[config.mk]
export PLATFORM = sky130hd
export DESIGN_NAME = multi_queue_shared_buffer
export DESIGN_NICKNAME = d
export VERILOG_FILES = /design/src/mqsb_pkg.sv /design/src/multi_queue_shared_buffer.sv
export SDC_FILE = /design/constraint.sdc
export NUM_CORES = 1
export LEC_CHECK = 0
export BUFFER_PORTS_ARGS = -buffer_cell sky130_fd_sc_hd__buf_2
export CORE_MARGIN = 3
export CORE_UTILIZATION = 25
export DETAILED_ROUTE_END_ITERATION = 16
export PLACE_DENSITY = 0.42
export SYNTH_ARGS = -nofsm -noshare
export SYNTH_HDL_FRONTEND = slang
export SYNTH_SLANG_ARGS = --single-unit
export TNS_END_PERCENT = 20
[constraint.sdc]
create_clock -name clock -period 4 [get_ports clock]
set_input_delay 1 -clock clock [delete_from_list [all_inputs] [get_ports clock]]
set_output_delay 1 -clock clock [all_outputs]
set_load 0.005 [all_outputs]
[src/mqsb_pkg.sv]
// shared constants and types for the multi-queue shared buffer
`default_nettype none

package mqsb_pkg;

   localparam int ENTRIES_DEF = 16;
   localparam int QUEUES_DEF  = 4;

   localparam int DATA_W  = 32;
   localparam int QID_W   = 2;
   // queue numbers are widened to this before comparing against the queue count
   localparam int QID_EXT_W = 7;

   typedef enum logic {
      OP_ENQ = 1'b0,
      OP_DEQ = 1'b1
   } opcode_type;

   typedef enum logic [1:0] {
      STATUS_ENQ = 2'd0,
      STATUS_DEQ = 2'd1,
      STATUS_OVF = 2'd2,
      STATUS_UNF = 2'd3
   } status_type;

endpackage

`default_nettype wire

[src/multi_queue_shared_buffer.sv]
// several fifo queues in one shared data store, threaded by a linked free list
//
//   channel | dir | handshake          | payload
//   req     | in  | req_tvalid/tready  | tdata: data_in; tuser: opcode, queue_id
//   rsp     | out | rsp_tvalid/tready  | tdata: data_out; tuser: status
//
// after a req is taken the block steps through lookup, then done, before it takes
// the next req; enqueue to a non-empty queue adds a link step between them and
// dequeue a deq step. the link memory's one write port and registered read set
// this: a dequeue reads the head pointer, then the link of the head entry; an
// enqueue behind a tail writes two links. reset is synchronous and needs no
// clearing pass: entries never handed out are tracked by a fill count. a result
// waits in the output register while rsp_tready is low; the next waits in done.
`default_nettype none

module multi_queue_shared_buffer
   import mqsb_pkg::*;
#(
   parameter int ENTRIES = ENTRIES_DEF,
   parameter int QUEUES  = QUEUES_DEF
) (
   input  wire logic              clock,
   input  wire logic              reset,

   input  wire logic              req_tvalid,
   output      logic              req_tready,
   input  wire logic [31:0]       req_tdata,   // [31:0] data_in
   input  wire logic [7:0]        req_tuser,   // [0] opcode, [2:1] queue_id, rest zero

   output      logic              rsp_tvalid,
   input  wire logic              rsp_tready,
   output      logic [31:0]       rsp_tdata,   // [31:0] data_out
   output      logic [7:0]        rsp_tuser    // [1:0] status, rest zero
);

   localparam int AW    = $clog2(ENTRIES);
   localparam int PTR_W = $clog2(ENTRIES + 1);
   localparam int QW    = (QUEUES > 1) ? $clog2(QUEUES) : 1;
   localparam logic [PTR_W-1:0] PTR_NULL = PTR_W'(ENTRIES);
   localparam logic [PTR_W-1:0] PTR_ONE  = PTR_W'(1);
   localparam logic [QID_EXT_W-1:0] QUEUES_EXT = QID_EXT_W'(QUEUES);

   typedef enum logic [2:0] {
      ST_IDLE,
      ST_LOOKUP,
      ST_DEQ,
      ST_LINK,
      ST_DONE
   } state_type;

   // storage
   logic [PTR_W-1:0]  link_mem [ENTRIES];
   logic [DATA_W-1:0] data_mem [ENTRIES];
   logic [PTR_W-1:0]  head_mem [QUEUES];
   logic [PTR_W-1:0]  tail_mem [QUEUES];

   // registered read data
   logic [PTR_W-1:0]  link_rd_ff;
   logic [DATA_W-1:0] data_rd_ff;
   logic [PTR_W-1:0]  head_rd_ff;
   logic [PTR_W-1:0]  tail_rd_ff;

   // control and payload registers
   state_type             state_ff, state_in;
   opcode_type            op_ff, op_in;
   logic [QID_EXT_W-1:0]  q_ff, q_in;
   logic [DATA_W-1:0]     din_ff, din_in;
   logic [PTR_W-1:0]      slot_ff, slot_in;
   logic [AW-1:0]         tail_ff, tail_in;
   logic [PTR_W-1:0]      free_head_ff, free_head_in;
   logic [PTR_W-1:0]      fill_ff, fill_in;
   logic [QUEUES-1:0]     hd_valid_ff, hd_valid_in;
   logic [DATA_W-1:0]     res_data_ff, res_data_in;
   status_type            res_status_ff, res_status_in;
   logic                  rsp_valid_ff, rsp_valid_in;
   logic [DATA_W-1:0]     rsp_data_ff, rsp_data_in;
   status_type            rsp_status_ff, rsp_status_in;

   // memory port controls
   logic                  req_xfer;
   logic [QID_EXT_W-1:0]  req_q_ext;
   logic [QW-1:0]         req_q_idx;
   logic [QW-1:0]         q_idx;
   logic                  q_ok;
   logic                  head_ok;
   logic                  tail_ok;
   logic                  free_ok;
   logic [PTR_W-1:0]      free_next;
   logic [PTR_W-1:0]      slot_next;
   logic [AW-1:0]         link_raddr;
   logic                  link_we;
   logic [AW-1:0]         link_waddr;
   logic [PTR_W-1:0]      link_wdata;
   logic                  data_we;
   logic                  head_we;
   logic [PTR_W-1:0]      head_wdata;
   logic                  tail_we;

   assign req_xfer  = req_tvalid && req_tready;
   assign req_q_ext = {{(QID_EXT_W - QID_W){1'b0}}, req_tuser[2:1]};
   assign req_q_idx = req_q_ext[QW-1:0];
   assign q_idx     = q_ff[QW-1:0];

   assign q_ok    = q_ff < QUEUES_EXT;
   assign head_ok = q_ok && hd_valid_ff[q_idx] && (head_rd_ff < PTR_NULL);
   assign tail_ok = tail_rd_ff < PTR_NULL;
   assign free_ok = free_head_ff < PTR_NULL;

   // entries at or above the fill count were never handed out: their link is the next entry
   assign free_next = (free_head_ff >= fill_ff) ? free_head_ff + PTR_ONE : link_rd_ff;
   assign slot_next = (slot_ff >= fill_ff) ? slot_ff + PTR_ONE : link_rd_ff;

   always_comb begin
      state_in      = state_ff;
      op_in         = op_ff;
      q_in          = q_ff;
      din_in        = din_ff;
      slot_in       = slot_ff;
      tail_in       = tail_ff;
      free_head_in  = free_head_ff;
      fill_in       = fill_ff;
      hd_valid_in   = hd_valid_ff;
      res_data_in   = res_data_ff;
      res_status_in = res_status_ff;
      rsp_valid_in  = rsp_valid_ff && !rsp_tready;
      rsp_data_in   = rsp_data_ff;
      rsp_status_in = rsp_status_ff;

      link_raddr = free_head_ff[AW-1:0];
      link_we    = 1'b0;
      link_waddr = free_head_ff[AW-1:0];
      link_wdata = PTR_NULL;
      data_we    = 1'b0;
      head_we    = 1'b0;
      head_wdata = free_head_ff;
      tail_we    = 1'b0;

      case (state_ff)
         ST_IDLE: begin
            if (req_xfer) begin
               op_in    = opcode_type'(req_tuser[0]);
               q_in     = req_q_ext;
               din_in   = req_tdata;
               state_in = ST_LOOKUP;
            end
         end
         ST_LOOKUP: begin
            res_data_in = '0;
            if (op_ff == OP_ENQ) begin
               if (!q_ok || !free_ok) begin
                  res_status_in = STATUS_OVF;
                  state_in      = ST_DONE;
               end else begin
                  data_we      = 1'b1;
                  link_we      = 1'b1;
                  tail_we      = 1'b1;
                  head_we      = !head_ok;
                  hd_valid_in[q_idx] = 1'b1;
                  free_head_in = free_next;
                  if (free_head_ff >= fill_ff) begin
                     fill_in = free_head_ff + PTR_ONE;
                  end
                  res_status_in = STATUS_ENQ;
                  slot_in       = free_head_ff;
                  tail_in       = tail_rd_ff[AW-1:0];
                  state_in      = (head_ok && tail_ok) ? ST_LINK : ST_DONE;
               end
            end else begin
               if (!head_ok) begin
                  res_status_in = STATUS_UNF;
                  state_in      = ST_DONE;
               end else begin
                  link_raddr = head_rd_ff[AW-1:0];
                  slot_in    = head_rd_ff;
                  state_in   = ST_DEQ;
               end
            end
         end
         ST_DEQ: begin
            head_we       = 1'b1;
            head_wdata    = slot_next;
            link_we       = 1'b1;
            link_waddr    = slot_ff[AW-1:0];
            link_wdata    = free_head_ff;
            free_head_in  = slot_ff;
            res_data_in   = data_rd_ff;
            res_status_in = STATUS_DEQ;
            state_in      = ST_DONE;
         end
         ST_LINK: begin
            // append behind the old tail
            link_we    = 1'b1;
            link_waddr = tail_ff;
            link_wdata = slot_ff;
            state_in   = ST_DONE;
         end
         ST_DONE: begin
            if (!rsp_valid_ff || rsp_tready) begin
               rsp_valid_in  = 1'b1;
               rsp_data_in   = res_data_ff;
               rsp_status_in = res_status_ff;
               state_in      = ST_IDLE;
            end
         end
         default: begin
            state_in = ST_IDLE;
         end
      endcase
   end

   always_ff @(posedge clock) begin
      if (reset) begin
         state_ff     <= ST_IDLE;
         free_head_ff <= '0;
         fill_ff      <= '0;
         hd_valid_ff  <= '0;
         rsp_valid_ff <= 1'b0;
      end else begin
         state_ff     <= state_in;
         free_head_ff <= free_head_in;
         fill_ff      <= fill_in;
         hd_valid_ff  <= hd_valid_in;
         rsp_valid_ff <= rsp_valid_in;
      end
      op_ff         <= op_in;
      q_ff          <= q_in;
      din_ff        <= din_in;
      slot_ff       <= slot_in;
      tail_ff       <= tail_in;
      res_data_ff   <= res_data_in;
      res_status_ff <= res_status_in;
      rsp_data_ff   <= rsp_data_in;
      rsp_status_ff <= rsp_status_in;
   end

   // link and data stores share one read address
   always_ff @(posedge clock) begin
      if (link_we) begin
         link_mem[link_waddr] <= link_wdata;
      end
      link_rd_ff <= link_mem[link_raddr];
   end

   always_ff @(posedge clock) begin
      if (data_we) begin
         data_mem[free_head_ff[AW-1:0]] <= din_ff;
      end
      data_rd_ff <= data_mem[link_raddr];
   end

   // head and tail pointers are read once, at the req transfer
   always_ff @(posedge clock) begin
      if (head_we) begin
         head_mem[q_idx] <= head_wdata;
      end
      if (tail_we) begin
         tail_mem[q_idx] <= free_head_ff;
      end
      if (req_xfer) begin
         head_rd_ff <= head_mem[req_q_idx];
         tail_rd_ff <= tail_mem[req_q_idx];
      end
   end

   assign req_tready = (state_ff == ST_IDLE);
   assign rsp_tvalid = rsp_valid_ff;
   assign rsp_tdata  = rsp_data_ff;
   assign rsp_tuser  = {6'b0, rsp_status_ff};

endmodule

`default_nettype wire
==> results of run 1 <==
==> flip-flops by register name, summed over array words and instances (netlist names), 20 cells and up <==
| name | count |
|---|---|
| data_mem | 512 |
| link_mem | 80 |
| data_rd_ff | 32 |
| din_ff | 32 |
| res_data_ff | 32 |
| rsp_tdata | 32 |
| head_mem | 20 |
| tail_mem | 20 |
==> worst reg2reg max path, cell delays in order (launching register included) <==
cell and delay [ps]:
edfxtp_1 460, mux4_2 560, nor2b_4 170, and3_1 350, o22ai_4 320, buf_12 260, buf_12 360, mux2i_1 330
o22ai_1 110, or4_1 560
==> routing by layer <==
layer	up-vias	global-route usage
li1	6982	-
met1	8044	0.171
met2	343	0.193
met3	118	0.0210
met4	0	0.0363
met5	-	0
==> path summary, 6_finish.rpt <==
kind                        end  cells past startpoint  slack, ps       startpoint
setup reg to reg  data_rd_ff[9]                      9        380          q_ff[0]
hold / removal    rsp_tdata[18]                      0        420  res_data_ff[18]
setup / recovery  data_rd_ff[9]                      9        380          q_ff[0]
hold reg to reg   rsp_tdata[18]                      0        420  res_data_ff[18]
==> per-stage QoR <==
| step | util | cells | power [mW] | hold WS [ps] | instance area (um^2) |
|---|---|---|---|---|---|
| floorplan | - | 1690 | 10.1 | 400 | 30500 |
| global placement | 0.275 | 3347 | 10.5 | 404 | 33200 |
| detailed placement | 0.275 | 3347 | 10.5 | 408 | 33200 |
| CTS | 0.301 | 3515 | 19.2 | 417 | 36300 |
| global route | 0.301 | 3515 | 19.6 | 421 | 36300 |
| finish | 0.301 | 3515 | 18.9 | 416 | 36300 |
==> cell usage after synthesis (6+ instances only) <==
master,n
ha_1,15
o21ai_0,9
buf_1,6
nand2_1,32
a21oi_1,17
a211oi_1,6
dfxtp_1,55
inv_1,9
nor2_1,73
buf_6,15
mux2i_1,307
and2_1,34
o22ai_1,149
nand3_1,13
edfxtp_1,754
clkbuf_1,40
mux4_2,11
buf_2,17
or4_1,37
nand2b_1,11
buf_4,12
nor3_1,14
==> layout make-up <==
type	count	area [um^2]	share of cell area
repair buffers	135	1000	0.0277
clock inverters	46	619	0.0171
inverters	10	37.5	0.00103
multi-input cells	781	6380	0.176
clock buffers	122	2490	0.0687
flip-flops and latches	809	23700	0.654
well taps	1612	2020	0.0556
==> kinds of logic after synthesis <==
group | count (synthesis) | synth area share
AO/OA/AOI/OAI | 208 | 0.0454
AND/OR/NAND/NOR | 225 | 0.0384
multiplexers | 321 | 0.110
other | 1 | 0.000123
adder cells (fa/ha/maj) | 15 | 0.00616
XOR/XNOR | 6 | 0.00173
buffers and inverters | 100 | 0.0182
flip-flops | 809 | 0.780
==> power breakdown <==
group | switching (mW) | internal [mW]
Sequential | 0.151 | 9.42
Clock | 3.32 | 5.28
Combinational | 0.436 | 0.280
==> impl_metrics.py, run 1 <==
metrics = {
    "drt": {
        "vias_per_cell": 4.41,
        "dr.pass1.iters": 4,
        "drt_iter0_markers": 1139,
        "wl_met3_um": 3060,
        "wl_met1_um": 36700,
        "via_count": 15500,
        "wl_met2_um": 35700,
        "finalWirelength_um": 77400,
        "ant_nets": 0,
        "post_drt_wl_per_cell_um": 22.0,
        "routed.top_layer": "met4",
        "drcViolationCount": 0,
    },
    "global_routing": {
        "track_usage": 0.122,
        "grt_pass1_wl_um": 112000,
        "grt_max_degree": 89,
        "overflow": 0,
        "antenna_found_initial": 4,
        "grt_pass1_vias": 15700,
    },
    "yosys": {
        "synth_edf_count": 754,
        "yosysSeqAreaShare": 0.780,
        "ys_warn_count": 0,
        "synth_area_leaders": "edfxtp_1 74%, mux2i_1 10%, dfxtp_1 3.6%",
        "netlist.area_leader.share": 0.744,
        "ys.flop_type": "edfxtp_1",
        "ys_seq_elements": 809,
        "synth.largest_area_cell": "edfxtp_1",
        "ys_async_sr_fraction": 0,
        "syn_avg_cell_area_um2": 18.1,
        "synthDistinctLibCells": 46,
        "synth_area_um2": 30400,
        "syn_inst": 1685,
    },
    "sta": {
        "worst_slew_pin_slew_ps": 1100,
        "slew_violations": 0,
        "skew_ps": 22.5,
        "final.period_utilization": 0.904,
        "finalHoldViolCount": 0,
        "fmax_mhz": 276,
        "rsz0062_at_grt": "no",
        "max_slew_margin": 0.264,
        "setup_ws_ps": 383,
        "period_minus_slack_ps": 3620,
        "setup_viol_count_final": 0,
        "tns_ps": 0,
    },
    "setup_path": {
        "cpMostUsedCell": "buf_12",
        "path_buf_inv": 2,
        "worstSetupPathType": "reg -> reg",
        "cp_data_arrival_time_ps": 4120,
        "cp_slowest_cell": "mux4_2",
        "endpoint_kind": "flop",
        "cp_cell_sequence": "mux4_2, nor2b_4, and3_1, o22ai_4, buf_12, buf_12, mux2i_1, o22ai_1, or4_1",
        "cpPeakStageDelay_ps": 560,
        "worst_setup_path_start_kind": "flop",
        "required_ps": 4510,
        "path_delay_family": "simple AND/OR/NAND/NOR gates",
        "path_max_fanout": 54,
    },
    "cts": {
        "cts_made_buffers": 89,
        "clk_pin_slew_worst_paths_ps": 60,
        "post_cts_buffers": 0,
        "cts-htree-levels": 3,
        "cts_tree": "done",
        "cts_root_buf": "clkbuf_16",
        "insertion_delay_ps": 660,
        "cts_resized": 0,
        "cts.hold.buffers_added": 0,
        "ctsLongestPathBuffers": 3,
        "cts.sinks": 809,
    },
    "pwr": {
        "p_leak_nw": 11.3,
        "p_per_area_nw_per_um2": 520,
        "ir_drop_mv": 0.289,
    },
    "placement": {
        "place.gp.congestion": 0.754,
        "pre_cts_ws_ps": 418,
        "place.port_buffers": 74,
        "post-dp-hpwl_um": 43200,
    },
    "run_status": {
        "status": "complete, no violations",
    },
    "finish": {
        "fillers": 11800,
        "area_growth_syn_to_layout_pct": 19.2,
        "final_cell_mix": "754 x edfxtp_1, 307 x mux2i_1, 148 x o22ai_1, 91 x clkbuf_16, 74 x buf_2",
        "final_common_cell": "edfxtp_1",
        "final_nets": 1885,
        "drive_gt1_frac": 0.166,
        "antenna_cells": 0,
    },
    "floorplan": {
        "die_area_um2": 126000,
        "std_cell_rows": 127,
        "die_x_um": 355,
        "core_um2": 120000,
        "io_pins": 86,
        "die_y_um": 355,
        "start_util": 0.253,
    },
    "run": {
        "max_cap_violations": 0,
    },
    "min_path": {
        "min_path_type": "reg -> reg",
    },
}
Note: power is estimated with default switching activity, not from simulation.
==> inputs of run 2 (changes only) <==
Settings changed: ABC_AREA set to 1, SETUP_SLACK_MARGIN set to 0.4.
==> run 2 against run 1 <==
Against the previous run:
- area after synthesis rose by 11%
- routed wire length rose by 23%
- power grew 6.4%
- combinational power is 130% higher
- die area rose by 11%
- hold slack gained 1.3 ps
- sequential share of layout area decreased by 5.8 points
- critical path depth is the same
- clock-buffer cell count up 5
- worst setup slack better by 650 ps
- design area is 9.7% higher
- via count up 37%
==> impl_metrics.py, run 2 <==
metrics = {
    "run_status": {
        "status": "complete, no violations",
    },
    "setup_path": {
        "cp_data_arrival_time_ps": 3520,
        "worstSetupPathType": "reg -> reg",
        "required_ps": 4550,
        "reg2reg_slack_ps": 1030,
        "cpPeakStageDelay_ps": 580,
        "timing.rr.end": "data_rd_ff[9]",
        "r2r_start": "op_ff",
        "path_max_fanout": 23,
        "cp_cell_sequence": "inv_2, nor2_4, nand3_4, or2_2, o21ai_4, inv_2, buf_12, nand3_1, nand2_1",
        "r2r_cells": 9,
        "path_delay_family": "simple AND/OR/NAND/NOR gates",
        "cpMostUsedCell": "inv_2",
        "endpoint_kind": "flop",
        "cp_slowest_cell": "edfxtp_1",
        "path_buf_inv": 3,
        "worst_setup_path_start_kind": "flop",
    },
    "floorplan": {
        "std_cell_rows": 134,
        "die_x_um": 374,
        "die_y_um": 374,
        "start_util": 0.252,
        "die_area_um2": 140000,
        "io_pins": 86,
        "core_um2": 134000,
    },
    "sta": {
        "setup_viol_count_final": 0,
        "max_slew_margin": 0.350,
        "whs_ps": 417,
        "worst_slew_pin_slew_ps": 975,
        "fmax_mhz": 337,
        "skew_ps": 42.2,
        "tns_ps": 0,
        "rsz0062_at_grt": "no",
        "setup_ws_ps": 1030,
        "finalHoldViolCount": 0,
        "period_minus_slack_ps": 2970,
        "final.period_utilization": 0.742,
        "slew_violations": 0,
    },
    "pwr": {
        "switching_power_mw": 4.94,
        "power_mw": 20.1,
        "p_sw_frac": 0.246,
        "p_per_area_nw_per_um2": 504,
        "pwr-share-comb": 0.081,
        "ir_drop_mv": 0.302,
        "internal_power_mw": 15.2,
        "p_clk_frac": 0.431,
        "p_seq_frac": 0.488,
        "p_leak_nw": 15.7,
    },
    "yosys": {
        "syn_avg_cell_area_um2": 11.2,
        "synth_commonest_cells": "754 x edfxtp_1, 606 x nand3_1, 566 x inv_1, 513 x nand2_1, 114 x nor2_1",
        "synth.largest_area_cell": "edfxtp_1",
        "ys_seq_elements": 809,
        "syn_inst": 3022,
        "ys_async_sr_fraction": 0,
        "ys.flop_type": "edfxtp_1",
        "synthDistinctLibCells": 36,
        "ys_warn_count": 0,
        "synth_most_common_cell": "edfxtp_1",
        "yosysSeqAreaShare": 0.702,
        "synth_area_leaders": "edfxtp_1 67%, nand3_1 9.0%, inv_1 6.3%",
        "synth_edf_count": 754,
        "netlist.area_leader.share": 0.669,
        "synth_area_um2": 33800,
    },
    "cts": {
        "post_cts_buffers": 0,
        "cts_root_buf": "clkbuf_16",
        "cts-htree-levels": 3,
        "cts_resized": 0,
        "cts.sinks": 809,
        "cts_tree": "done",
        "cts_made_buffers": 94,
        "insertion_delay_ps": 690,
        "clk_pin_slew_worst_paths_ps": 60,
        "cts.hold.buffers_added": 0,
        "ctsLongestPathBuffers": 3,
    },
    "finish": {
        "final_cell_mix": "754 x edfxtp_1, 606 x nand3_1, 564 x inv_1, 511 x nand2_1, 111 x nand3b_1",
        "register_area_um2": 23700,
        "final_nets": 3163,
        "multiInputGateArea_um2": 7410,
        "stdcell_area_um2": 39800,
        "fillers": 13600,
        "drive_gt1_frac": 0.103,
        "area_growth_syn_to_layout_pct": 17.7,
        "fin_util": 0.297,
        "instances_no_fill": 4956,
        "final_common_cell": "edfxtp_1",
        "largest_reg_flops": 512,
    },
    "drt": {
        "vias_per_cell": 4.27,
        "finalWirelength_um": 95000,
        "post_drt_wl_per_cell_um": 19.2,
        "ant_nets": 0,
        "via_count": 21200,
        "drt_iter0_markers": 1436,
        "drcViolationCount": 0,
        "dr.pass1.iters": 5,
    },
    "min_path": {
        "min_path_type": "reg -> reg",
        "worstHoldStart": "res_data_ff[26]",
        "min_to": "rsp_tdata[26]",
        "hold_depth": 0,
    },
    "global_routing": {
        "grt_pass1_vias": 20800,
        "antenna_found_initial": 8,
        "overflow": 0,
        "track_usage": 0.135,
        "grt_pass1_wl_um": 141000,
        "grt_max_degree": 132,
    },
    "placement": {
        "pre_cts_ws_ps": 986,
        "dp_cells": 4776,
        "place.gp.congestion": 0.730,
        "post-dp-hpwl_um": 50000,
        "place.port_buffers": 74,
        "dpl-instance-area_um2": 36700,
    },
    "run": {
        "max_cap_violations": 0,
    },
}
run 2: worst max path at each step:
| stage | from | to | slack [ps] | depth (start not counted) |
|---|---|---|---|---|
| after floorplan | state_ff[0] | data_mem[3][0] | -10 | 7 |
| after global placement | q_ff[0] | data_rd_ff[9] | 980 | 12 |
| after global routing | state_ff[1] | link_mem[10][1] | 770 | 10 |
| after CTS | op_ff | data_rd_ff[9] | 980 | 9 |
| final | op_ff | data_rd_ff[9] | 1030 | 9 |
| after detailed placement | op_ff | data_rd_ff[9] | 990 | 9 |
run 2: cell type report:
type / count / share of cell area
sequential: 809 / 0.596
multi-input combinational: 1487 / 0.186
tap: 1768 / 0.0555
antenna: 2 / 0.000126
inverter: 572 / 0.0539
timing repair buffer: 140 / 0.0296
clock inverter: 51 / 0.0146
clock buffer: 127 / 0.0640
run 2: layer usage:
layer | GRT usage | vias up | share of wire
met1 | 0.182 | 10400 | 0.46
met4 | 0.0364 | 6 | 0.020
met3 | 0.0210 | 131 | 0.044
li1 | - | 10200 | -
met2 | 0.224 | 408 | 0.47
met5 | 0 | - | 0.00029
run 2: cells by family (layout without fill, tap and decap cells):
logic type / count (synthesis) / count (layout) / synth area share
buffers and inverters: 731 / 890 / 0.0862
xor gates and xnor gates: 6 / 6 / 0.00155
AOI/OAI and AO/OA: 92 / 92 / 0.0153
and+or+nand+nor: 1368 / 1368 / 0.189
DFF: 809 / 809 / 0.702
adders and majority gates: 15 / 15 / 0.00555
other: 1 / 8 / 0.000111
run 2: worst reg2reg max path: cells and delay by family, from the launching register on:
family / cells / cell delay, ps
AOI/OAI and AO/OA: 1 / 310
buffers and inverters: 3 / 860
DFF: 1 / 580
and+or+nand+nor: 5 / 1080
run 2: power by group through the flow:
stage	Clock [mW]	Combinational [mW]	Sequential, mW
after floorplan	0	1.04	9.88
after global placement	0	1.68	10.0
after CTS	8.92	1.68	9.82
after detailed placement	0	1.68	9.99
after global routing	9.27	1.83	9.85
final	8.65	1.63	9.81
==> inputs of run 3 (changes only) <==
Settings changed: PLACE_DENSITY 0.42 to 0.43.
Clock period 4 ns to 2.7 ns, I/O delays scaled along.
==> run 3 against run 2 <==
Against the previous run:
- cell count is 1.8% higher
- sequential share of layout area is 1.9 points lower
- critical path depth rose by 4
- hold slack worse by 220 ps
- routed wire length grew 5.1%
- critical path type unchanged
==> impl_metrics.py, run 3 (synthesis results as in run 2) <==
metrics = {
    "run_status": {
        "status": "complete, no violations",
    },
    "finish": {
        "final_nets": 3260,
        "register_area_um2": 23700,
        "fin_util": 0.307,
        "final_common_cell": "edfxtp_1",
        "fillers": 13700,
        "drive_gt1_frac": 0.139,
        "largest_reg_flops": 512,
        "stdcell_area_um2": 41200,
        "multiInputGateArea_um2": 7660,
        "final_cell_mix": "754 x edfxtp_1, 592 x nand3_1, 559 x inv_1, 506 x nand2_1, 111 x nand3b_1",
        "area_growth_syn_to_layout_pct": 21.7,
    },
    "setup_path": {
        "required_ps": 3230,
        "critPathLaunch": "q_ff[0]",
        "worst_setup_path_start_kind": "flop",
        "endpoint_kind": "flop",
        "path_max_fanout": 67,
        "r2r_start": "q_ff[0]",
        "worstSetupPathType": "reg -> reg",
        "cp_data_arrival_time_ps": 2860,
    },
    "placement": {
        "place.gp.congestion": 0.767,
        "post-dp-hpwl_um": 52100,
        "place.port_buffers": 74,
        "dpl-instance-area_um2": 37600,
    },
    "sta": {
        "max_slew_margin": 0.539,
        "slew_violations": 0,
        "tns_ps": 0,
        "worst_slew_pin_slew_ps": 691,
        "finalHoldViolCount": 0,
        "period_minus_slack_ps": 2330,
        "whs_ps": 199,
        "final.period_utilization": 0.863,
        "fmax_mhz": 429,
        "setup_viol_count_final": 0,
        "rsz0062_at_grt": "yes",
        "skew_ps": 18.2,
    },
    "drt": {
        "vias_per_cell": 4.31,
        "drcViolationCount": 0,
        "post_drt_wl_per_cell_um": 19.8,
        "dr.pass1.iters": 5,
        "drt_iter0_markers": 1668,
        "ant_nets": 0,
        "finalWirelength_um": 99800,
        "via_count": 21700,
    },
    "cts": {
        "cts_root_buf": "clkbuf_16",
        "cts-htree-levels": 3,
        "cts.sinks": 809,
        "clk_pin_slew_worst_paths_ps": 60,
        "insertion_delay_ps": 660,
        "cts_made_buffers": 92,
        "ctsLongestPathBuffers": 3,
        "cts_tree": "done",
    },
    "floorplan": {
        "core_um2": 134000,
        "start_util": 0.252,
        "die_y_um": 374,
        "die_x_um": 374,
        "std_cell_rows": 134,
        "die_area_um2": 140000,
        "io_pins": 86,
    },
    "global_routing": {
        "antenna_found_initial": 1,
        "met3_usage": 0.0205,
        "top_usage_layer": "met2",
        "use_met1": 0.191,
        "overflow": 0,
        "grt_max_degree": 68,
        "track_usage": 0.140,
        "grt_pass1_wl_um": 145000,
        "grt_use_met2": 0.230,
        "grt_pass1_vias": 21200,
    },
    "pwr": {
        "p_leak_nw": 16.4,
        "ir_drop_mv": 0.466,
        "p_per_area_nw_per_um2": 713,
        "power_mw": 29.4,
    },
    "run": {
        "max_cap_violations": 0,
    },
    "min_path": {
        "min_path_type": "in -> reg",
        "worstHoldStart": "req_tdata[7]",
    },
}
[run 3: cell type report]
class / count / area share
Clock buffer: 120 / 0.0607
Inverter: 572 / 0.0523
Antenna cell: 1 / 0.0000608
Timing Repair Buffer: 237 / 0.0618
Tap cell: 1768 / 0.0537
Multi-Input combinational cell: 1489 / 0.186
Clock inverter: 50 / 0.00851
Sequential cell: 809 / 0.577
[run 3: metal layers]
| metal | share of wire | routed length, um |
|---|---|---|
| met1 | 0.47 | 46400 |
| met2 | 0.47 | 47000 |
| met3 | 0.038 | 3750 |
| met4 | 0.026 | 2600 |
| met5 | 0 | 0 |
[run 3: power breakdown]
group	internal [mW]	switching, mW	total (mW)
logic	0.989	1.86	2.85
registers	14.2	0.363	14.6
clock network	6.89	5.06	11.9
[run 3: worst paths after layout]
check	end	slack (ps)	cells after the start
worst min register to register	tail_ff[0]	410	0
worst min-delay path	din_ff[7]	200	1
worst max register to register	data_rd_ff[7]	370	13
worst max-delay path	data_rd_ff[7]	370	13
[run 3: timing repair]
action,in CTS,in global routing
endpoints found under the setup margin,103,330
resized for setup,12,52
buffers inserted,19,5
hold buffers,0,0
gates cloned,6,4
pin swaps,7,8
[run 3: critical path, cell delays in order (launching register included)]
cell and delay (ps):
edfxtp_1 440, nand2_1 90, nand2_1 60, nand2_1 110, nand2_4 90, buf_4 170
nand4_4 100, buf_4 210, buf_12 350, nand3b_1 120, nand3_1 100, nand3_1 80
nand3_1 130, nand2_1 90
[run 3: metrics by stage]
| step | setup slack, ps | cells |
|---|---|---|
| floorplan | 212 | 3027 |
| finish | 369 | 5046 |
| CTS | 216 | 5036 |
| global route | 257 | 5045 |
| global placement | 143 | 4841 |
| detailed placement | 139 | 4841 |
